### src/hw/rtl/smpq_pkg.sv
// shared types and constants for the sorted min priority queue
// no dependencies; used by smpq_cell and sorted_min_priority_queue_core
package smpq_pkg;

   localparam int DEFAULT_CAPACITY = 16;

   localparam int ELEMENT_W   = 32;
   localparam int PRIO_W      = 16;
   localparam int STATUS_W    = 2;
   localparam int OCCUPANCY_W = 5;

   localparam logic KIND_INSERT = 1'b0;
   localparam logic KIND_REMOVE = 1'b1;

   typedef enum logic [STATUS_W-1:0] {
      STATUS_OK        = 2'd0,
      STATUS_OVERFLOW  = 2'd1,
      STATUS_UNDERFLOW = 2'd2
   } status_type;

   typedef struct packed {
      logic signed [ELEMENT_W-1:0] element;
      logic signed [PRIO_W-1:0]    prio;
   } entry_type;

   // broadcast to every cell in the row
   typedef struct packed {
      logic      do_insert;
      logic      do_remove;
      entry_type new_entry;
   } cell_ctrl_type;

   // where a cell sits relative to the current fill level
   typedef struct packed {
      logic occupied;
      logic at_tail;
   } cell_pos_type;

endpackage

### src/hw/rtl/smpq_cell.sv
// one slot of the sorted row: holds an entry, compares against the new
// priority and shifts right on insert or left on remove; uses smpq_pkg
module smpq_cell (
   input  logic                    clock,
   input  smpq_pkg::cell_ctrl_type ctrl,
   input  smpq_pkg::cell_pos_type  pos,
   input  smpq_pkg::entry_type     left_entry,
   input  logic                    left_ge,
   input  smpq_pkg::entry_type     right_entry,
   output smpq_pkg::entry_type     entry,
   output logic                    ge
);
   import smpq_pkg::*;

   entry_type entry_ff;
   entry_type entry_in;

   // stored priority at or above the incoming one: this slot moves right
   assign ge    = pos.occupied && (entry_ff.prio >= ctrl.new_entry.prio);
   assign entry = entry_ff;

   always_comb begin
      entry_in = entry_ff;
      if (ctrl.do_insert && (ge || pos.at_tail)) begin
         entry_in = left_ge ? left_entry : ctrl.new_entry;
      end else if (ctrl.do_remove) begin
         entry_in = right_entry;
      end
   end

   always_ff @(posedge clock) begin
      entry_ff <= entry_in;
   end

endmodule

### src/hw/rtl/sorted_min_priority_queue_core.sv
// top level of the sorted min priority queue: a row of smpq_cell slots,
// the fill counter and the response register; uses smpq_pkg
//
//   channel   direction   handshake             payload
//   req       in          req_valid/req_stall   kind, element, priority_req
//   rsp       out         rsp_valid/rsp_stall   status, out_element, out_priority, occupancy
//
// one request per cycle while req is not stalled; every cell compares and shifts in the same cycle,
// and the response is registered in the cycle after the request is taken.
// a new request is taken while the response register is empty or being read.
// reset clears the fill count and the response valid; slot contents need none.
// rsp_stall holds the response and stalls req until it is taken.
module sorted_min_priority_queue_core #(
   parameter int CAPACITY = smpq_pkg::DEFAULT_CAPACITY
) (
   input  logic                                 clock,
   input  logic                                 reset,
   input  logic                                 req_valid,
   output logic                                 req_stall,
   input  logic                                 req_kind,
   input  logic signed [smpq_pkg::ELEMENT_W-1:0] req_element,
   input  logic signed [smpq_pkg::PRIO_W-1:0]    req_priority_req,
   output logic                                 rsp_valid,
   input  logic                                 rsp_stall,
   output logic [smpq_pkg::STATUS_W-1:0]         rsp_status,
   output logic signed [smpq_pkg::ELEMENT_W-1:0] rsp_out_element,
   output logic signed [smpq_pkg::PRIO_W-1:0]    rsp_out_priority,
   output logic [smpq_pkg::OCCUPANCY_W-1:0]      rsp_occupancy
);
   import smpq_pkg::*;

   localparam int COUNT_W = $clog2(CAPACITY + 1);

   logic [COUNT_W-1:0] count_ff;
   logic [COUNT_W-1:0] count_in;

   logic                             rsp_valid_ff;
   logic                             rsp_valid_in;
   status_type                       rsp_status_ff;
   status_type                       rsp_status_in;
   logic signed [ELEMENT_W-1:0]      rsp_element_ff;
   logic signed [ELEMENT_W-1:0]      rsp_element_in;
   logic signed [PRIO_W-1:0]         rsp_prio_ff;
   logic signed [PRIO_W-1:0]         rsp_prio_in;
   logic [OCCUPANCY_W-1:0]           rsp_occupancy_ff;
   logic [OCCUPANCY_W-1:0]           rsp_occupancy_in;

   logic          accept;
   logic          full;
   logic          empty;
   cell_ctrl_type ctrl;

   entry_type            cell_entry [CAPACITY];
   logic [CAPACITY-1:0]  cell_ge;

   assign req_stall = rsp_valid_ff && rsp_stall;
   assign accept    = req_valid && !req_stall;
   assign full      = (count_ff == COUNT_W'(CAPACITY));
   assign empty     = (count_ff == '0);

   assign ctrl.do_insert           = accept && (req_kind == KIND_INSERT) && !full;
   assign ctrl.do_remove           = accept && (req_kind == KIND_REMOVE) && !empty;
   assign ctrl.new_entry.element   = req_element;
   assign ctrl.new_entry.prio      = req_priority_req;

   for (genvar i = 0; i < CAPACITY; i++) begin : g_cell
      cell_pos_type pos;
      entry_type    left_entry;
      logic         left_ge;
      entry_type    right_entry;

      assign pos.occupied = (COUNT_W'(i) < count_ff);
      assign pos.at_tail  = (COUNT_W'(i) == count_ff);

      if (i == 0) begin : g_head
         assign left_entry = cell_entry[i];
         assign left_ge    = 1'b0;
      end else begin : g_body
         assign left_entry = cell_entry[i-1];
         assign left_ge    = cell_ge[i-1];
      end

      if (i == CAPACITY - 1) begin : g_last
         assign right_entry = cell_entry[i];
      end else begin : g_mid
         assign right_entry = cell_entry[i+1];
      end

      smpq_cell u_cell (
         .clock       (clock),
         .ctrl        (ctrl),
         .pos         (pos),
         .left_entry  (left_entry),
         .left_ge     (left_ge),
         .right_entry (right_entry),
         .entry       (cell_entry[i]),
         .ge          (cell_ge[i])
      );
   end

   always_comb begin
      count_in = count_ff;
      if (ctrl.do_insert) begin
         count_in = count_ff + COUNT_W'(1);
      end else if (ctrl.do_remove) begin
         count_in = count_ff - COUNT_W'(1);
      end
   end

   always_comb begin
      rsp_valid_in     = rsp_valid_ff && rsp_stall;
      rsp_status_in    = rsp_status_ff;
      rsp_element_in   = rsp_element_ff;
      rsp_prio_in      = rsp_prio_ff;
      rsp_occupancy_in = rsp_occupancy_ff;
      if (accept) begin
         rsp_valid_in     = 1'b1;
         rsp_status_in    = STATUS_OK;
         rsp_element_in   = '0;
         rsp_prio_in      = '0;
         rsp_occupancy_in = OCCUPANCY_W'(count_in);
         if (req_kind == KIND_INSERT) begin
            if (full) begin
               rsp_status_in = STATUS_OVERFLOW;
            end
         end else if (empty) begin
            rsp_status_in  = STATUS_UNDERFLOW;
            rsp_element_in = '1;
            rsp_prio_in    = '1;
         end else begin
            rsp_element_in = cell_entry[0].element;
            rsp_prio_in    = cell_entry[0].prio;
         end
      end
   end

   always_ff @(posedge clock) begin
      if (reset) begin
         count_ff     <= '0;
         rsp_valid_ff <= 1'b0;
      end else begin
         count_ff     <= count_in;
         rsp_valid_ff <= rsp_valid_in;
      end
   end

   always_ff @(posedge clock) begin
      rsp_status_ff    <= rsp_status_in;
      rsp_element_ff   <= rsp_element_in;
      rsp_prio_ff      <= rsp_prio_in;
      rsp_occupancy_ff <= rsp_occupancy_in;
   end

   assign rsp_valid        = rsp_valid_ff;
   assign rsp_status       = rsp_status_ff;
   assign rsp_out_element  = rsp_element_ff;
   assign rsp_out_priority = rsp_prio_ff;
   assign rsp_occupancy    = rsp_occupancy_ff;

endmodule

### config.mk
export PLATFORM = sky130hd
export DESIGN_NAME = sorted_min_priority_queue_core
export DESIGN_NICKNAME = d
export VERILOG_FILES = /design/src/hw/rtl/smpq_pkg.sv /design/src/hw/rtl/smpq_cell.sv /design/src/hw/rtl/sorted_min_priority_queue_core.sv
export SDC_FILE = /design/constraint.sdc
export NUM_CORES = 2
export LEC_CHECK = 0
export BUFFER_PORTS_ARGS = -buffer_cell sky130_fd_sc_hd__clkbuf_2
export CORE_MARGIN = 2
export CORE_UTILIZATION = 64
export CTS_CLUSTER_DIAMETER = 150
export DETAILED_ROUTE_END_ITERATION = 6
export PLACE_DENSITY = 0.85
export SYNTH_ARGS = -nofsm -noshare
export SYNTH_HDL_FRONTEND = slang
export SYNTH_SLANG_ARGS = --single-unit
### constraint.sdc
create_clock -name clock -period 11.8 [get_ports clock]
set_input_delay 2.95 -clock clock [delete_from_list [all_inputs] [get_ports clock]]
set_output_delay 2.95 -clock clock [all_outputs]
set_load 0.05 [all_outputs]
; ---- Word-level counts from Yosys, hierarchy flattened
; Index checks and enable logic that the tools add are counted.
[totals]
regBits = 829
out_inout_bits = 57
in_bits = 53
wordCells = 215
[op_classes]
n_addsub = 2
reduce_logical = 73
magnitude_cmp = 32
bitwise_logic = 1
n_eq_ne = 16
mux = 53
[op_table]
columns = cell, count
row1 = 2-to-1 mux 48 bit, 45
row2 = >= comparator 16 bit, 16
row3 = == test 4 x 5 -> 1 bit (first input constant), 8
row4 = < comparator 4 x 5 -> 1 bit (first input constant), 8
row5 = logical AND 1 bit, 38
row6 = 2-to-1 mux 32 bit, 1
row7 = nonzero test 2 bit, 15
row8 = == test 3 x 5 -> 1 bit (first input constant), 4
row9 = < comparator 3 x 5 -> 1 bit (first input constant), 4
row10 = logical OR 1 bit, 16
row11 = 2-to-1 mux 16 bit, 1
row12 = == test 2 x 5 -> 1 bit (first input constant), 2
row13 = < comparator 1 x 5 -> 1 bit (first input constant), 2
row14 = < comparator 2 x 5 -> 1 bit (first input constant), 2
row15 = 2-to-1 mux 5 bit, 2
row16 = adder 5 x 1 -> 5 bit (second input constant), 1
row17 = == test 1 x 5 -> 1 bit (first input constant), 1
row18 = == test 5 bit (second input constant), 1
row19 = logical NOT 5 bit, 1
row20 = subtractor 5 x 1 -> 5 bit (second input constant), 1
row21 = 2-to-1 mux 2 bit, 2
row22 = logical NOT 1 bit, 3
row23 = 2-to-1 mux 1 bit, 2
row24 = NOT 1 bit, 1

; ---- Logic depth before layout (Yosys ltp)
[depth]
depth_word = 7
mapped_depth = 14
mapped_depth_nobuf = 9

; ---- By module
; From an unflattened synthesis, not the netlist that was laid out.
[hier_totals]
hier_cells = 6788
area_unflattened_um2 = 69527.9
[modules_own_cells]
columns = module, cells_per_inst, seq_area_each_um2, area_each_um2, n_inst
row1 = smpq_cell at g_cell[0].u_cell ..., 516, 1441.4, 4877.2, 10
row2 = smpq_cell at g_cell[4].u_cell ..., 233, 1441.4, 2986.6, 6
row3 = sorted_min_priority_queue_core, 230, 1771.7, 2836.5, 1

; ---- Least setup slack after synthesis
; Ideal clock, no wire load.
[synth_timing]
path_kind = input -> register
start = input port rsp_stall
end = register g_cell[15].u_cell.entry_ff, in the netlist g_cell[15].u_cell.entry[0], enable pin
stages = 6
setup_time_ns = 0.483
path_buffers = 1
required_ns = 11.317
slack_ns = 2.338
arrival_ns = 8.980
path_cell_list = and2_1 -> nor2b_1 -> and2_1 -> buf_2 -> nand2_1 -> a31oi_1
[synth_between]
elab_chain_len = 6
[synth_rtl]
columns = item, line_no
row1 = start: declaration, sorted_min_priority_queue_core.sv:24  ; input logic rsp_stall,
row2 = logical AND 1 bit, sorted_min_priority_queue_core.sv:56  ; assign req_stall = rsp_valid_ff && rsp_stall;
row3 = logical NOT 1 bit, sorted_min_priority_queue_core.sv:57  ; assign accept = req_valid && !req_stall;
row4 = logical AND 1 bit, sorted_min_priority_queue_core.sv:57
row5 = net accept, sorted_min_priority_queue_core.sv:48  ; logic accept;
row6 = logical AND 1 bit (2 in a row), sorted_min_priority_queue_core.sv:61  ; assign ctrl.do_insert = accept && (req_kind == KIND_INSERT) && !full;
row7 = logical AND 1 bit, smpq_cell.sv:24  ; if (ctrl.do_insert && (ge || pos.at_tail)) begin
row8 = end signal: assignment, smpq_cell.sv:32  ; entry_ff <= entry_in;
row9 = end: declaration, smpq_cell.sv:15  ; entry_type entry_ff;
; The timed path passes the listed nets, and every way through them passes these cells.
; A chain may end at the register's enable or synchronous reset.

; ---- Worst setup path in the final report
[layout_timing]
start = input port req_priority_req[7] (netlist bit)
end = register g_cell[2].u_cell.entry_ff, in the netlist g_cell[2].u_cell.entry[7], enable pin
[layout_between]
elab_chain_len = 5
[layout_rtl]
columns = item, line_no
row1 = start: declaration, sorted_min_priority_queue_core.sv:22  ; input logic signed [smpq_pkg::PRIO_W-1:0] req_priority_req,
row2 = >= comparator 16 bit, smpq_cell.sv:19  ; assign ge = pos.occupied && (entry_ff.prio >= ctrl.new_entry.prio);
row3 = logical AND 1 bit, smpq_cell.sv:19
row4 = logical OR 1 bit, smpq_cell.sv:24
row5 = logical AND 1 bit, smpq_cell.sv:24
row6 = nonzero test 2 bit (no line), --
row7 = end signal: assignment, smpq_cell.sv:32
row8 = end: declaration, smpq_cell.sv:15
; No other way between the ends.

==> reports/qor.log <==
INFO  status         run_status=finished with violations
INFO  status         failed_checks=DRC, capacitance limit
INFO  cts            worst_skew_pair.late_latency=0.68ns
INFO  cts            clock_path_buffers=3
INFO  power          cell_internal_pwr=6.135mW
INFO  synth          synth_edf_count=823
INFO  power          switching_share=31.99%
INFO  sta            fmax=0.1279GHz
INFO  global_routing gr-usage-all-layers=38.75%
INFO  sta            finalSetupTns=0ns
INFO  drt            vias=34560
INFO  sta            worst_pin_slew=1.488ns
INFO  cts            post-cts-setup-buffers=0
INFO  cts            clk_root_buffer_cell=clkbuf_16
INFO  synth          syn_area=49110squm
INFO  global_routing first_global_vias=34200
INFO  sta            grt_setup_unrepaired=no
INFO  synth          netlist-cell-type-count=66
INFO  sta            final.setup_skew=0.04406ns
INFO  global_routing grt_util_met2=58.68%
INFO  global_routing gr-total-overflow=0
INFO  synth          synth_nets=4055
INFO  cts            cts.sink_count=829
INFO  synth          async_flop_share=0%
INFO  global_routing grt_first_pass_wirelength=224500um
INFO  run            cap_violations=1
INFO  power          clock_power_share=31.3%
INFO  drt            drcViolationCount=2
INFO  sta            final-hold-violation-count=0
INFO  cts            cts_inserted_buffers=90
INFO  drt            drt_pre_antenna_iters=7
INFO  sta            relSlewSlack=0.4899%
INFO  die            initial_core_util=64.66%
INFO  synth          syn-mean-instance-area=13.13squm
INFO  hold_path      worstHoldPathType=register to register
INFO  final_layout   final_cells=4838
INFO  die            num_rows=101
INFO  sta            min_period=7.819ns
INFO  die            die_w=281.0um
INFO  setup_path     timing.critical_path.to_type=register
INFO  place          detailed_place_hpwl=92180um
INFO  drt            detail_route.vias_per_cell=7.144
INFO  die            die_area=78960squm
INFO  final_layout   layout_common_cells=mux2_2 (980), edfxtp_1 (823), ha_1 (261)
INFO  setup_path     critPathKind=primary input to register
INFO  cts            htree_num_levels=3
INFO  synth          sequential_cell_area_fraction_in_the_yosys_report=50.57%
INFO  cts            tritoncts=yes
INFO  setup_path     critPathSlowestCell=buf_4
INFO  drt            drt_iter0_markers=4568
INFO  power          logic_gate_share_of_total_power=24.7%
INFO  setup_path     critPathMaxStageDelay=0.79ns
INFO  power          power_per_standard_cell_area=169.2nW/um^2
INFO  synth          post_synthesis_cells=3741
INFO  synth          yosysWarnings=0
INFO  final_layout   drive_above_1_share=35.15%
INFO  power          power.net_switching=2.886mW
INFO  setup_path     cp_cell_sequence=clkbuf_2 > inv_1 > ha_1 > a21oi_1 > o21ai_0 > a22o_1 > o41a_1 > o31a_2 > buf_4 > o21ai_4 > buf_4 > nand2_2 > buf_4
INFO  setup_path     cp_data_arrival_time=8.11ns
INFO  global_routing grt_start_max_net_pins=98
INFO  final_layout   finish.net_count=4045
INFO  final_layout   layout_commonest_cell=mux2_2
INFO  sta            final_cycle_utilization_of_the_critical_path=66.26%
INFO  cts            cts.reportedPaths.clkPinSlew=0.06ns
INFO  place          port_buffers=109
INFO  setup_path     worst-endpoint-required=12.09ns
INFO  final_layout   layout.filler_cells=5113
INFO  global_routing global_route.usage.met3=8.812%
INFO  power          power_frac_seq=44.0%
INFO  place          finalWeightedCongestion=1.045
INFO  final_layout   syn2layout_area_growth=8.599%
INFO  synth          library_cell_with_the_largest_summed_area_after_synthesis=edfxtp_1
INFO  die            core_area=75950squm
INFO  synth          ys_seq_elements=829
INFO  setup_path     critical_path.most_common_cell=buf_4
INFO  global_routing initial_antenna_violation_count=6
INFO  setup_path     worst-path-max-fanout=49
INFO  cts            cts-hold-fix-buffers=0
INFO  setup_path     cp-start-kind=primary input
INFO  global_routing global_routing_usage_on_met1=52.11%
INFO  power          peakVddDrop=0.1308mV
INFO  synth          yosysTopAreaCellShare=50.33%
INFO  die            io_pins=110
INFO  synth          yosys-top-cells-area=edfxtp_1 (50%), mux2_2 (22%), ha_1 (6.7%)
INFO  sta            timing.final.max_slew_violations=0
INFO  global_routing grt_busiest_layer=met2
INFO  synth          synthFlopType=edfxtp_1
INFO  drt            drt-wirelength-per-cell=31.76um
INFO  place          placed_cells=4669
INFO  drt            postRouteWirelength=153700um
INFO  drt            count_of_antenna_violating_nets_left_after_detailed_routing=0
INFO  cts            cts_resized=0
INFO  sta            report.final.setup_viol=0
INFO  die            die_h=281.0um
INFO  power          leakage=19.98nW
-- synth_stat cells, drive strengths merged (3+ instances only) --
| library cell | n |
|---|---|
| mux2 | 991 |
| edfxtp | 823 |
| ha | 261 |
| a21oi | 249 |
| mux2i | 211 |
| nand2 | 194 |
| clkbuf | 138 |
| buf | 134 |
| o21ai | 117 |
| nand3 | 114 |
| o211ai | 79 |
| nor2 | 71 |
| o21a | 58 |
| nand4 | 47 |
| inv | 44 |
| a21o | 30 |
| nor2b | 25 |
| nor4 | 19 |
| and4 | 14 |
| nand2b | 14 |
| a211oi | 10 |
| and2 | 10 |
| nor3 | 8 |
| o31ai | 8 |
| dfxtp | 6 |
| o22ai | 6 |
| o31a | 6 |
| a2111oi | 4 |
| a31oi | 4 |
| and3 | 4 |
| o41a | 4 |
| or2 | 4 |
| or3 | 4 |
| a211o | 3 |
| a21boi | 3 |
| o211a | 3 |
-- registers in the layout (all words and copies together), names as in the netlist --
signal               flops
rsp_occupancy            5
rsp_out_priority        16
rsp_out_element         32
rsp_status               2
rsp_valid                1
g_cell.u_cell.entry    768
count_ff                 5
-- through the flow --
| step | utilization [%] | instance area, sq um | power, mW | worst slack [ns] | hold WS [ns] |
|---|---|---|---|---|---|
| detailed placement | 66.40 | 50430 | 6.150 | 3.533 | 0.5365 |
| global placement | 66.40 | 50430 | 6.081 | 3.567 | 0.5256 |
| global route | 70.21 | 53320 | 9.231 | 3.970 | 0.5634 |
| floorplan | - | 49110 | 5.392 | 2.338 | 0.5178 |
| CTS | 70.20 | 53320 | 8.943 | 4.191 | 0.5502 |
| finish | 70.22 | 53330 | 9.021 | 3.981 | 0.5489 |
-- per-layer routing --
metal  vias up  part of all wire, %
li1      14470                    -
met1     16920                   38
met2      2565                   44
met3       601                   12
met4         6                  6.3
met5         -                0.023
-- logic make-up (layout without fill, tap and decap cells) --
logic type                 Yosys count  count (layout)  share of synthesized area (%)
and+or+nand+nor                    532             532                          5.203
other                                0               4                              0
muxes                             1202            1202                          27.03
adders and majority gates          261             261                          6.650
buffers and inverters              316             379                          2.951
AOI/OAI and AO/OA                  597             597                          7.527
DFF                                829             829                          50.57
xor gates and xnor gates             4               4                        0.07136
-- area by class of cell --
| cell class | count | area [sq um] | area share, % |
|---|---|---|---|
| flip-flops and latches | 829 | 24830 | 46.57 |
| multi-input cells | 2596 | 23140 | 43.39 |
| clock buffers | 112 | 2407 | 4.514 |
| well taps | 1030 | 1289 | 2.417 |
| repair buffers | 170 | 1003 | 1.882 |
| clock inverters | 53 | 483.0 | 0.9056 |
| inverters | 44 | 165.2 | 0.3097 |
| diodes | 4 | 10.01 | 0.01877 |
-- power groups by stage --
stage | Clock (mW) | Sequential (mW) | Combinational [mW]
after floorplan | 0 | 3.99 | 1.40
after global placement | 0 | 4.00 | 2.08
after detailed placement | 0 | 4.01 | 2.14
after CTS | 2.83 | 3.96 | 2.15
after global routing | 2.92 | 3.99 | 2.31
final | 2.83 | 3.97 | 2.23
-- final timing paths --
| kind | from | end | slack, ns | depth (start not counted) |
|---|---|---|---|---|
| max | req_priority_req[7] | g_cell[2].u_cell.entry[7] | 3.98 | 13 |
| min | g_cell[15].u_cell.entry[18] | g_cell[14].u_cell.entry[18] | 0.55 | 1 |
| max reg2reg | g_cell[2].u_cell.entry[10] | g_cell[2].u_cell.entry[7] | 6.69 | 11 |
| min reg2reg | g_cell[15].u_cell.entry[18] | g_cell[14].u_cell.entry[18] | 0.55 | 1 |
-- worst max-delay path: cells and delay by family --
kind            cells  cell delay [ns]
compound gates      6             1.55
buf+inv             5             2.67
fa+ha+maj           1             0.38
simple gates        1             0.45
No activity file was read; power rests on OpenSTA's default activity.
